File: config.mk
export PLATFORM = sky130hd
export DESIGN_NAME = slotalloc_ctrl
export DESIGN_NICKNAME = d
export VERILOG_FILES = /design/src/rtl/slotalloc_pkg.sv /design/src/rtl/slotalloc_ctrl.sv
export SDC_FILE = /design/constraint.sdc
export NUM_CORES = 1
export LEC_CHECK = 0
export ABC_AREA = 1
export BUFFER_PORTS_ARGS = -buffer_cell sky130_fd_sc_hd__buf_2
export CORE_AREA = 2 2 39 41
export CTS_BUF_LIST = sky130_fd_sc_hd__clkbuf_8
export CTS_CLUSTER_SIZE = 16
export DETAILED_ROUTE_END_ITERATION = 12
export DIE_AREA = 0 0 41 43
export GPL_ROUTABILITY_DRIVEN = 1
export SYNTH_ARGS = -nofsm -noshare
export SYNTH_HDL_FRONTEND = slang
export SYNTH_SLANG_ARGS = --single-unit
File: constraint.sdc
create_clock -name clk -period 1.3 [get_ports clk]
set_input_delay 0.065 -clock clk [delete_from_list [all_inputs] [get_ports clk]]
set_output_delay 0.065 -clock clk [all_outputs]
set_load 0.05 [all_outputs]
File: src/rtl/slotalloc_pkg.sv
// ----------------------------------------------------------------------------
// slotalloc_pkg
// shared widths, codes and controller/datapath interface types of the
// slot allocator
// ----------------------------------------------------------------------------
package slotalloc_pkg;

    localparam int SLOT_COUNT_DEF = 8192;

    // field widths of the stream words
    localparam int ACT_W      = 2;
    localparam int SLOT_W     = 13;
    localparam int TIME_W     = 63;
    localparam int CNT_W      = 14;
    localparam int IN_DATA_W  = 144;
    localparam int OUT_DATA_W = 48;

    // slot table entry: busy flag above the stamp
    localparam int TBL_W = TIME_W + 1;

    typedef enum logic [ACT_W-1:0] {
        ACT_ALLOC   = 2'd0,
        ACT_RELEASE = 2'd1,
        ACT_PURGE   = 2'd2,
        ACT_COUNT   = 2'd3
    } action_t;

    typedef enum logic [2:0] {
        ST_CLEAR,
        ST_IDLE,
        ST_EXEC,
        ST_PURGE,
        ST_PFIN
    } state_t;

    typedef struct packed {
        logic accept;     // latch word, issue table reads
        logic clr_step;   // clear one slot table entry
        logic exec;       // commit alloc, release or count
        logic purge_step; // check one entry, read the next
        logic pfin;       // post the purge result
    } ctrl_cmd_t;

    typedef struct packed {
        logic idx_last;   // walk index at the last slot
        logic out_free;   // output register can take a word
    } dp_stat_t;

endpackage

File: src/rtl/slotalloc_ctrl.sv
// ----------------------------------------------------------------------------
// slotalloc_ctrl
// sequencer: clearing pass, word accept, execute, purge walk
// ----------------------------------------------------------------------------
module slotalloc_ctrl
    import slotalloc_pkg::*;
(
    input  logic               clk,
    input  logic               rst_n,
    input  logic               s_tvalid,
    output logic               s_tready,
    input  logic [ACT_W-1:0]   s_tuser,
    input  dp_stat_t           stat,
    output ctrl_cmd_t          cmd
);

    state_t  state_reg;
    state_t  state_next;
    action_t in_act;

    assign in_act = action_t'(s_tuser);

    always_ff @(posedge clk or negedge rst_n)
    begin
        if (!rst_n)
        begin
            state_reg <= ST_CLEAR;
        end
        else
        begin
            state_reg <= state_next;
        end
    end

    // next state
    always_comb
    begin
        state_next = state_reg;
        unique case (state_reg)
            ST_CLEAR:
            begin
                if (stat.idx_last)
                begin
                    state_next = ST_IDLE;
                end
            end
            ST_IDLE:
            begin
                if (s_tvalid)
                begin
                    state_next = (in_act == ACT_PURGE) ? ST_PURGE : ST_EXEC;
                end
            end
            ST_EXEC:
            begin
                if (stat.out_free)
                begin
                    state_next = ST_IDLE;
                end
            end
            ST_PURGE:
            begin
                if (stat.idx_last)
                begin
                    state_next = ST_PFIN;
                end
            end
            ST_PFIN:
            begin
                if (stat.out_free)
                begin
                    state_next = ST_IDLE;
                end
            end
            default:
            begin
                state_next = ST_CLEAR;
            end
        endcase
    end

    // outputs
    always_comb
    begin
        cmd      = '0;
        s_tready = 1'b0;
        unique case (state_reg)
            ST_CLEAR:
            begin
                cmd.clr_step = 1'b1;
            end
            ST_IDLE:
            begin
                s_tready   = 1'b1;
                cmd.accept = s_tvalid;
            end
            ST_EXEC:
            begin
                cmd.exec = stat.out_free;
            end
            ST_PURGE:
            begin
                cmd.purge_step = 1'b1;
            end
            ST_PFIN:
            begin
                cmd.pfin = stat.out_free;
            end
            default:
            begin
                cmd = '0;
            end
        endcase
    end

endmodule

# Word-level counts from Yosys, hierarchy flattened
# Index checks and enable logic that the tools add are counted.
word_totals:
  reg_bits: 3
  inputBits: 7
  wordCells: 25
op_classes:
  n_eq_ne: 9
  n_mux: 12
  reduce_logical: 3
ops:
  columns: ["operator", "n"]
  rows:
  - ["2-to-1 mux 3 bit", 4]
  - ["one-hot mux 3 bit (4 select lines)", 1]
  - ["2-to-1 mux 1 bit", 7]
  - ["== test 3 x 2 -> 1 bit (second input constant)", 2]
  - ["inequality test 2 bit (second input constant)", 3]
  - ["AND reduction 4 bit", 1]
  - ["== test 3 x 1 -> 1 bit (second input constant)", 1]
  - ["== test 3 bit (second input constant)", 1]
  - ["zero test 3 bit", 1]
  - ["== test 2 bit (second input constant)", 1]
  - ["inequality test 2 x 1 -> 1 bit (second input constant)", 1]
  - ["OR reduction 2 bit", 1]

# Depth between registers and ports, before layout
# Gate-level depths: netlist of the first run.
depth:
  depth_word: 4
  mapped_depth: 7

# Worst setup path before layout of the first run
# Ideal clock, no wire load.
synth_path:
  path_type: "reg-to-output"
  startpoint: "register state_reg[1]"
  endpoint: "output port cmd[4] (netlist name)"
  t_arrival_ps: 1693
  path_slack_ps: -458
  stages_incl_launch_ff: 4
  path_buffers: 0
  cell_sequence: "dfrtp_1 -> nor3_2 -> nand2_1 -> inv_1"
synth_rtl:
  columns: ["element", "line", "source"]
  rows:
  - ["from (decl)", "slotalloc_ctrl.sv:17", "state_t state_reg;"]
  - ["from (signal assigned)", "slotalloc_ctrl.sv:31", "state_reg <= state_next;"]
  - ["to (decl)", "slotalloc_ctrl.sv:14", "output ctrl_cmd_t cmd"]

==> results of run 1 <==
==> critical path, cell delays in order (launching register included) <==
cell,delay [ps]
dfrtp_1,390
inv_2,80
nor3_4,220
nand2_2,100
clkinvlp_4,80
buf_8,130
==> logic make-up (layout without fill, tap and decap cells) <==
group,Yosys count,after routing,share of synthesized area (%)
and+or+nand+nor,27,27,50.98
buffers and inverters,11,30,17.65
DFF,3,3,29.41
AOI/OAI and AO/OA,1,1,1.959
==> final cells by class <==
| cell class | instances | area (um^2) | share of cell area, % |
|---|---|---|---|
| repair buffers | 16 | 116.4 | 25.98 |
| flip-flops and latches | 3 | 76.32 | 17.04 |
| inverters | 10 | 41.29 | 9.218 |
| well taps | 16 | 20.02 | 4.469 |
| clock inverters | 1 | 3.754 | 0.8380 |
| multi-input cells | 28 | 148.9 | 33.24 |
| clock buffers | 3 | 41.29 | 9.218 |
==> layout by cell type (no fill, tap or decap), types with 3 or more instances in the layout <==
| cell type | n |
|---|---|
| nand2_2 | 4 |
| buf_2 | 7 |
| nand3_1 | 3 |
| inv_1 | 9 |
| nand2_1 | 11 |
| clkbuf_8 | 3 |
| buf_4 | 5 |
| nor2_1 | 3 |
==> metal layers <==
metal	track usage (%)	vias to the layer above	wire, um
met5	0	-	0
met4	10.00	0	14
met3	3.141	2	35
met2	11.25	9	262
met1	8.117	130	235
li1	-	166	-
==> through the flow <==
| stage | setup slack [ps] | util, % | setup TNS, ps |
|---|---|---|---|
| 5_1_grt | -46.08 | 32.37 | -92.31 |
| 3_5_place_dp | 127.4 | 24.95 | 0 |
| 4_1_cts | -11.15 | 30.11 | -11.15 |
| 3_3_place_gp | 122.5 | 24.95 | 0 |
| 2_1_floorplan | -110.9 | - | -362.3 |
| 6_report | 21.56 | 32.37 | 0 |
==> worst max path at each step <==
stage	endpoint	start	slack [ps]
floorplan	cmd[4]	state_reg[0]	-110
CTS	cmd[4]	state_reg[1]	-10
global route	cmd[4]	state_reg[0]	-50
global placement	cmd[4]	state_reg[0]	120
detailed placement	cmd[4]	state_reg[0]	130
finish	cmd[4]	state_reg[0]	20
==> power by group <==
group,switching (mW),internal [mW]
Sequential,0.0614,0.138
Combinational,0.518,0.287
Clock,0.0620,0.201
==> repair_timing <==
action | in CTS | in global routing
pin swaps | 1 | 2
setup buffers | 0 | 3
endpoints found under the setup margin | 4 | 6
endpoints found under the hold margin | 3 | 0
resized for setup | 6 | 4
hold buffers | 1 | 0
==> key figures, run 1 <==
Status
  – Status: complete, no violations

GRT
  – Largest net degree at the start of global routing: 8
  – Initial antenna violation count: 0
  – First-pass GRT wire length: 917 um
  – Total congestion overflow: 0
  – Vias in the first global route: 266
  – Gr usage total: 8.258%

Timing
  – Worst Max-Slew Pin Slew: 248.6 ps
  – Relative slew slack: 83.54%
  – Clock skew: 1.449 ps
  – Period utilization: 98.34%
  – Setup Viol. Count Final: 0
  – RSZ-0062 raised after global routing: yes
  – Worst Hold Slack: 169.0 ps
  – Slew Limit Fails: 0
  – Crit path time final: 1278 ps
  – Fin. Hold Viols: 0
  – Achievable frequency: 782.2 MHz

Clock network
  – H-tree Lvls: 1
  – Clock latency on the worst-skew pair: 220 ps
  – Bufs on Longest Clock Path: 2
  – CTS sink count: 3
  – Root Driver: clkbuf_8
  – Clk slew on worst S/H paths: 30 ps
  – CTS tree: done
  – CTS buffer count: 3

Critical path
  – Start of the worst register-to-register path: state_reg[0]
  – Critical path fanouts, max: 4
  – Worst Path Arrival: 1210 ps
  – Crit Path Class: reg -> out
  – Crit end category: output port
  – R2R Path End: state_reg[2]
  – R2R cell count: 6
  – R2r setup slk: 150 ps
  – CP Launch Type: flip-flop
  – CP required: 1240 ps

Layout
  – Post-route cell area: 447.9 um^2
  – Nets: 69
  – Non-filler instance count after layout: 77
  – P&R area growth vs syn: 75.49%
  – Antenna diodes: 0
  – Share of layout cells above drive strength 1: 47.54%
  – Largest register FFs: 3
  – Filler cells: 157

Synth
  – Count leader, synth: nand2_1
  – Asr flop ratio synth: 100.0%
  – Biggest area consumer among synthesized cells: dfrtp_1
  – Post-Syn Area: 255.2 um^2
  – Netlist cell types: 12
  – FF+latch count, synth: 3
  – Synth area leaders: dfrtp_1 (29%), nand2_1 (18%), inv_1 (13%)
  – Synth top area share: 29.41%
  – Seq/Total Area, Yosys: 29.41%
  – Cells after Synth: 42
  – Top post-synthesis cells by count: nand2_1 (12), inv_1 (9), nor2_1 (5)
  – Post-synth EDFFs: 0
  – Synth Flop Type: dfrtp_1
  – YS warnings: 0
  – Syn nets: 49
  – Synth Area per Inst: 6.077 um^2

Place
  – Placed Cells incl. Taps: 69
  – Final HPWL DP: 428.9 um
  – Placed instance area: 345.3 um^2
  – Buffers on Ports: 12
  – GP Congestion: 0.7514

Floorplan
  – Core region area: 1384 um^2
  – Effective utilization at floorplan: 18.44%
  – Die H: 43 um
  – Die area: 1763 um^2
  – Rows: 14
  – Die W: 41 um
  – I/O pin total: 13

Job
  – Maxcap violations: 0

Routing
  – Via count: 307
  – Post-route ant nets: 0
  – WL/cell: 7.117 um
  – Starting DRT DRC Count: 3
  – Drt drc: 0
  – Initial DRT Pass Iterations: 2
  – Vias per cell: 3.987
  – Drt total wl: 548 um

Worst hold path
  – HP Class: in -> async

Power
  – Tot Pwr: 1.267 mW
  – Leak: 0.2605 nW
  – Peak VDD IR: 0.0009283 V
  – Power density over cell area: 2828 nW/um^2
(Power assumes the default switching activity.)
==> run 2: changes to the inputs <==
--- a/config.mk
+++ b/config.mk
@@ -13,6 +13,7 @@
 export DETAILED_ROUTE_END_ITERATION = 12
 export DIE_AREA = 0 0 41 43
 export GPL_ROUTABILITY_DRIVEN = 1
+export RECOVER_POWER = 50
 export SYNTH_ARGS = -nofsm -noshare
 export SYNTH_HDL_FRONTEND = slang
 export SYNTH_SLANG_ARGS = --single-unit
==> run 2 against run 1 <==
Compared with the run above: via count unchanged; first-iteration DRC count unchanged; register-to-register slack barely moved; sequential share of layout area barely moved; critical endpoint unchanged; largest power group unchanged.
==> key figures, run 2 (synthesis results as in run 1) <==
Status
  – Status: complete, no violations

Clock network
  – CTS sink count: 3 (unchanged)
  – Root Driver: clkbuf_8
  – CTS tree: done
  – Bufs on Longest Clock Path: 2 (unchanged)
  – CTS buffer count: 3 (unchanged)
  – Clk slew on worst S/H paths: 30 ps (about the same)
  – Clock latency on the worst-skew pair: 220 ps (about the same)
  – H-tree Lvls: 1 (unchanged)

Critical path
  – CP startpoint: state_reg[0]
  – Critical path fanouts, max: 4 (unchanged)
  – Crit Path Class: reg -> out
  – Crit end category: output port
  – Worst Path Arrival: 1210 ps (about the same)
  – R2r setup slk: 150 ps (about the same)
  – CP required: 1240 ps (about the same)
  – CP Launch Type: flip-flop
  – Start of the worst register-to-register path: state_reg[0]

Routing
  – Drt total wl: 548 um (unchanged)
  – Starting DRT DRC Count: 3 (unchanged)
  – Drt drc: 0 (unchanged)
  – WL/cell: 7.117 um (unchanged)
  – Initial DRT Pass Iterations: 2 (unchanged)
  – Vias per cell: 3.987 (unchanged)
  – Via count: 307 (unchanged)
  – Post-route ant nets: 0 (unchanged)

Layout
  – Most frequent cells in the layout: nand2_1 (11), inv_1 (9), buf_2 (6)
  – Antenna diodes: 0 (unchanged)
  – Share of layout cells above drive strength 1: 45.90% (-1.6 points)
  – Commonest non-fill, non-tap cell in the layout: nand2_1
  – Area taken by flip-flops and latches: 76.32 um^2 (unchanged)
  – Nets: 69 (unchanged)
  – Multi-input gate area: 148.9 um^2 (unchanged)
  – Largest register FFs: 3 (unchanged)
  – Filler cells: 156 (-0.64%)
  – P&R area growth vs syn: 75.00%

Place
  – Final HPWL DP: 428.9 um (unchanged)
  – Buffers on Ports: 12 (unchanged)
  – GP Congestion: 0.7514 (unchanged)

Worst hold path
  – HP Class: in -> async

GRT
  – Vias in the first global route: 266 (unchanged)
  – Gr usage total: 8.258% (unchanged)
  – First-pass GRT wire length: 917 um (unchanged)
  – Initial antenna violation count: 0 (unchanged)
  – Largest net degree at the start of global routing: 8 (unchanged)
  – Total congestion overflow: 0 (unchanged)

Power
  – Tot Pwr: 1.266 mW (about the same)
  – Power density over cell area: 2835 nW/um^2 (+0.25%)
  – Peak VDD IR: 0.0009271 V (-0.13%)
  – Leak: 0.2577 nW (-1.1%)

Floorplan
  – Core region area: 1384 um^2 (unchanged)
  – Die W: 41 um (unchanged)
  – I/O pin total: 13 (unchanged)
  – Rows: 14 (unchanged)
  – Effective utilization at floorplan: 18.44% (unchanged)
  – Die H: 43 um (unchanged)
  – Die area: 1763 um^2 (unchanged)

Job
  – Maxcap violations: 0 (unchanged)

Timing
  – Worst Max-Slew Pin Slew: 248.6 ps (unchanged)
  – Clock skew: 1.449 ps (-0.00001000 ps)
  – Crit path time final: 1278 ps (unchanged)
  – Achievable frequency: 782.2 MHz (unchanged)
  – Period utilization: 98.34% (unchanged)
  – Relative slew slack: 83.54% (unchanged)
  – Slew Limit Fails: 0 (unchanged)
  – Fin Setup TNS: 0 ps (unchanged)
  – Setup Viol. Count Final: 0 (unchanged)
  – RSZ-0062 raised after global routing: yes
  – Fin. Hold Viols: 0 (unchanged)
run 2: changes by cell type in the layout (fill, tap and decap cells not counted):
cell / change
clkbuf_1: +1
buf_2: -1
run 2: report_power, final:
| part | switching [mW] | internal (mW) | leakage (nW) |
|---|---|---|---|
| clock network | 0.0620 | 0.201 | 0.0269 |
| registers | 0.0614 | 0.138 | 0.0370 |
| logic | 0.518 | 0.287 | 0.194 |
| total | 0.641 | 0.625 | 0.258 |
run 2: path summary, 6_finish.rpt:
check,end,depth (start not counted)
worst max-delay path,cmd[4],5
worst min-delay path,state_reg[0],2
worst max register to register,state_reg[2],6
worst min register to register,state_reg[0],2
max in group asynchronous,state_reg[1],2
min in group clk,state_reg[1],4
run 2: final cells by class:
type,count,area share [%]
tap,16,4.482
timing repair buffer,16,25.77
clock inverter,1,0.8403
sequential,3,17.09
clock buffer,3,9.244
inverter,10,9.244
multi-input combinational,28,33.33
run 2: metrics by stage:
step                instances  instance area, um^2  hold WS [ps]  utilization, %  setup slack [ps]
floorplan                  42                272.8        -230.6               -            -110.9
global placement           69                345.3        -138.3           24.95             122.5
detailed placement         69                345.3        -138.1           24.95             127.4
CTS                        74                416.7         115.3           30.11            -11.15
global route               77                446.7         212.4           32.28            -46.08
finish                     77                446.7         181.5           32.28             21.56
run 2: timing repair:
action                                  in CTS  in global routing
hold buffers                                 1                  0
hold endpoints to repair                     3                  0
endpoints found under the setup margin       4                  6
pin swaps                                    1                  2
setup buffers                                0                  3
gates resized for setup                      6                  4
run 2: routing by layer:
| layer | share of wire, % | up-vias | wire length [um] | global-route usage, % |
|---|---|---|---|---|
| met5 | 0 | - | 0 | 0 |
| met4 | 2.6 | 0 | 14 | 10.00 |
| met3 | 6.4 | 2 | 35 | 3.141 |
| met2 | 48 | 9 | 262 | 11.25 |
| met1 | 43 | 130 | 235 | 8.117 |
| li1 | - | 166 | - | - |
run 2: critical path, cell delays in order, from the launching register on:
cell and delay [ps]:
dfrtp_1 390, inv_2 80, nor3_4 220, nand2_2 100, clkinvlp_4 80, buf_8 130
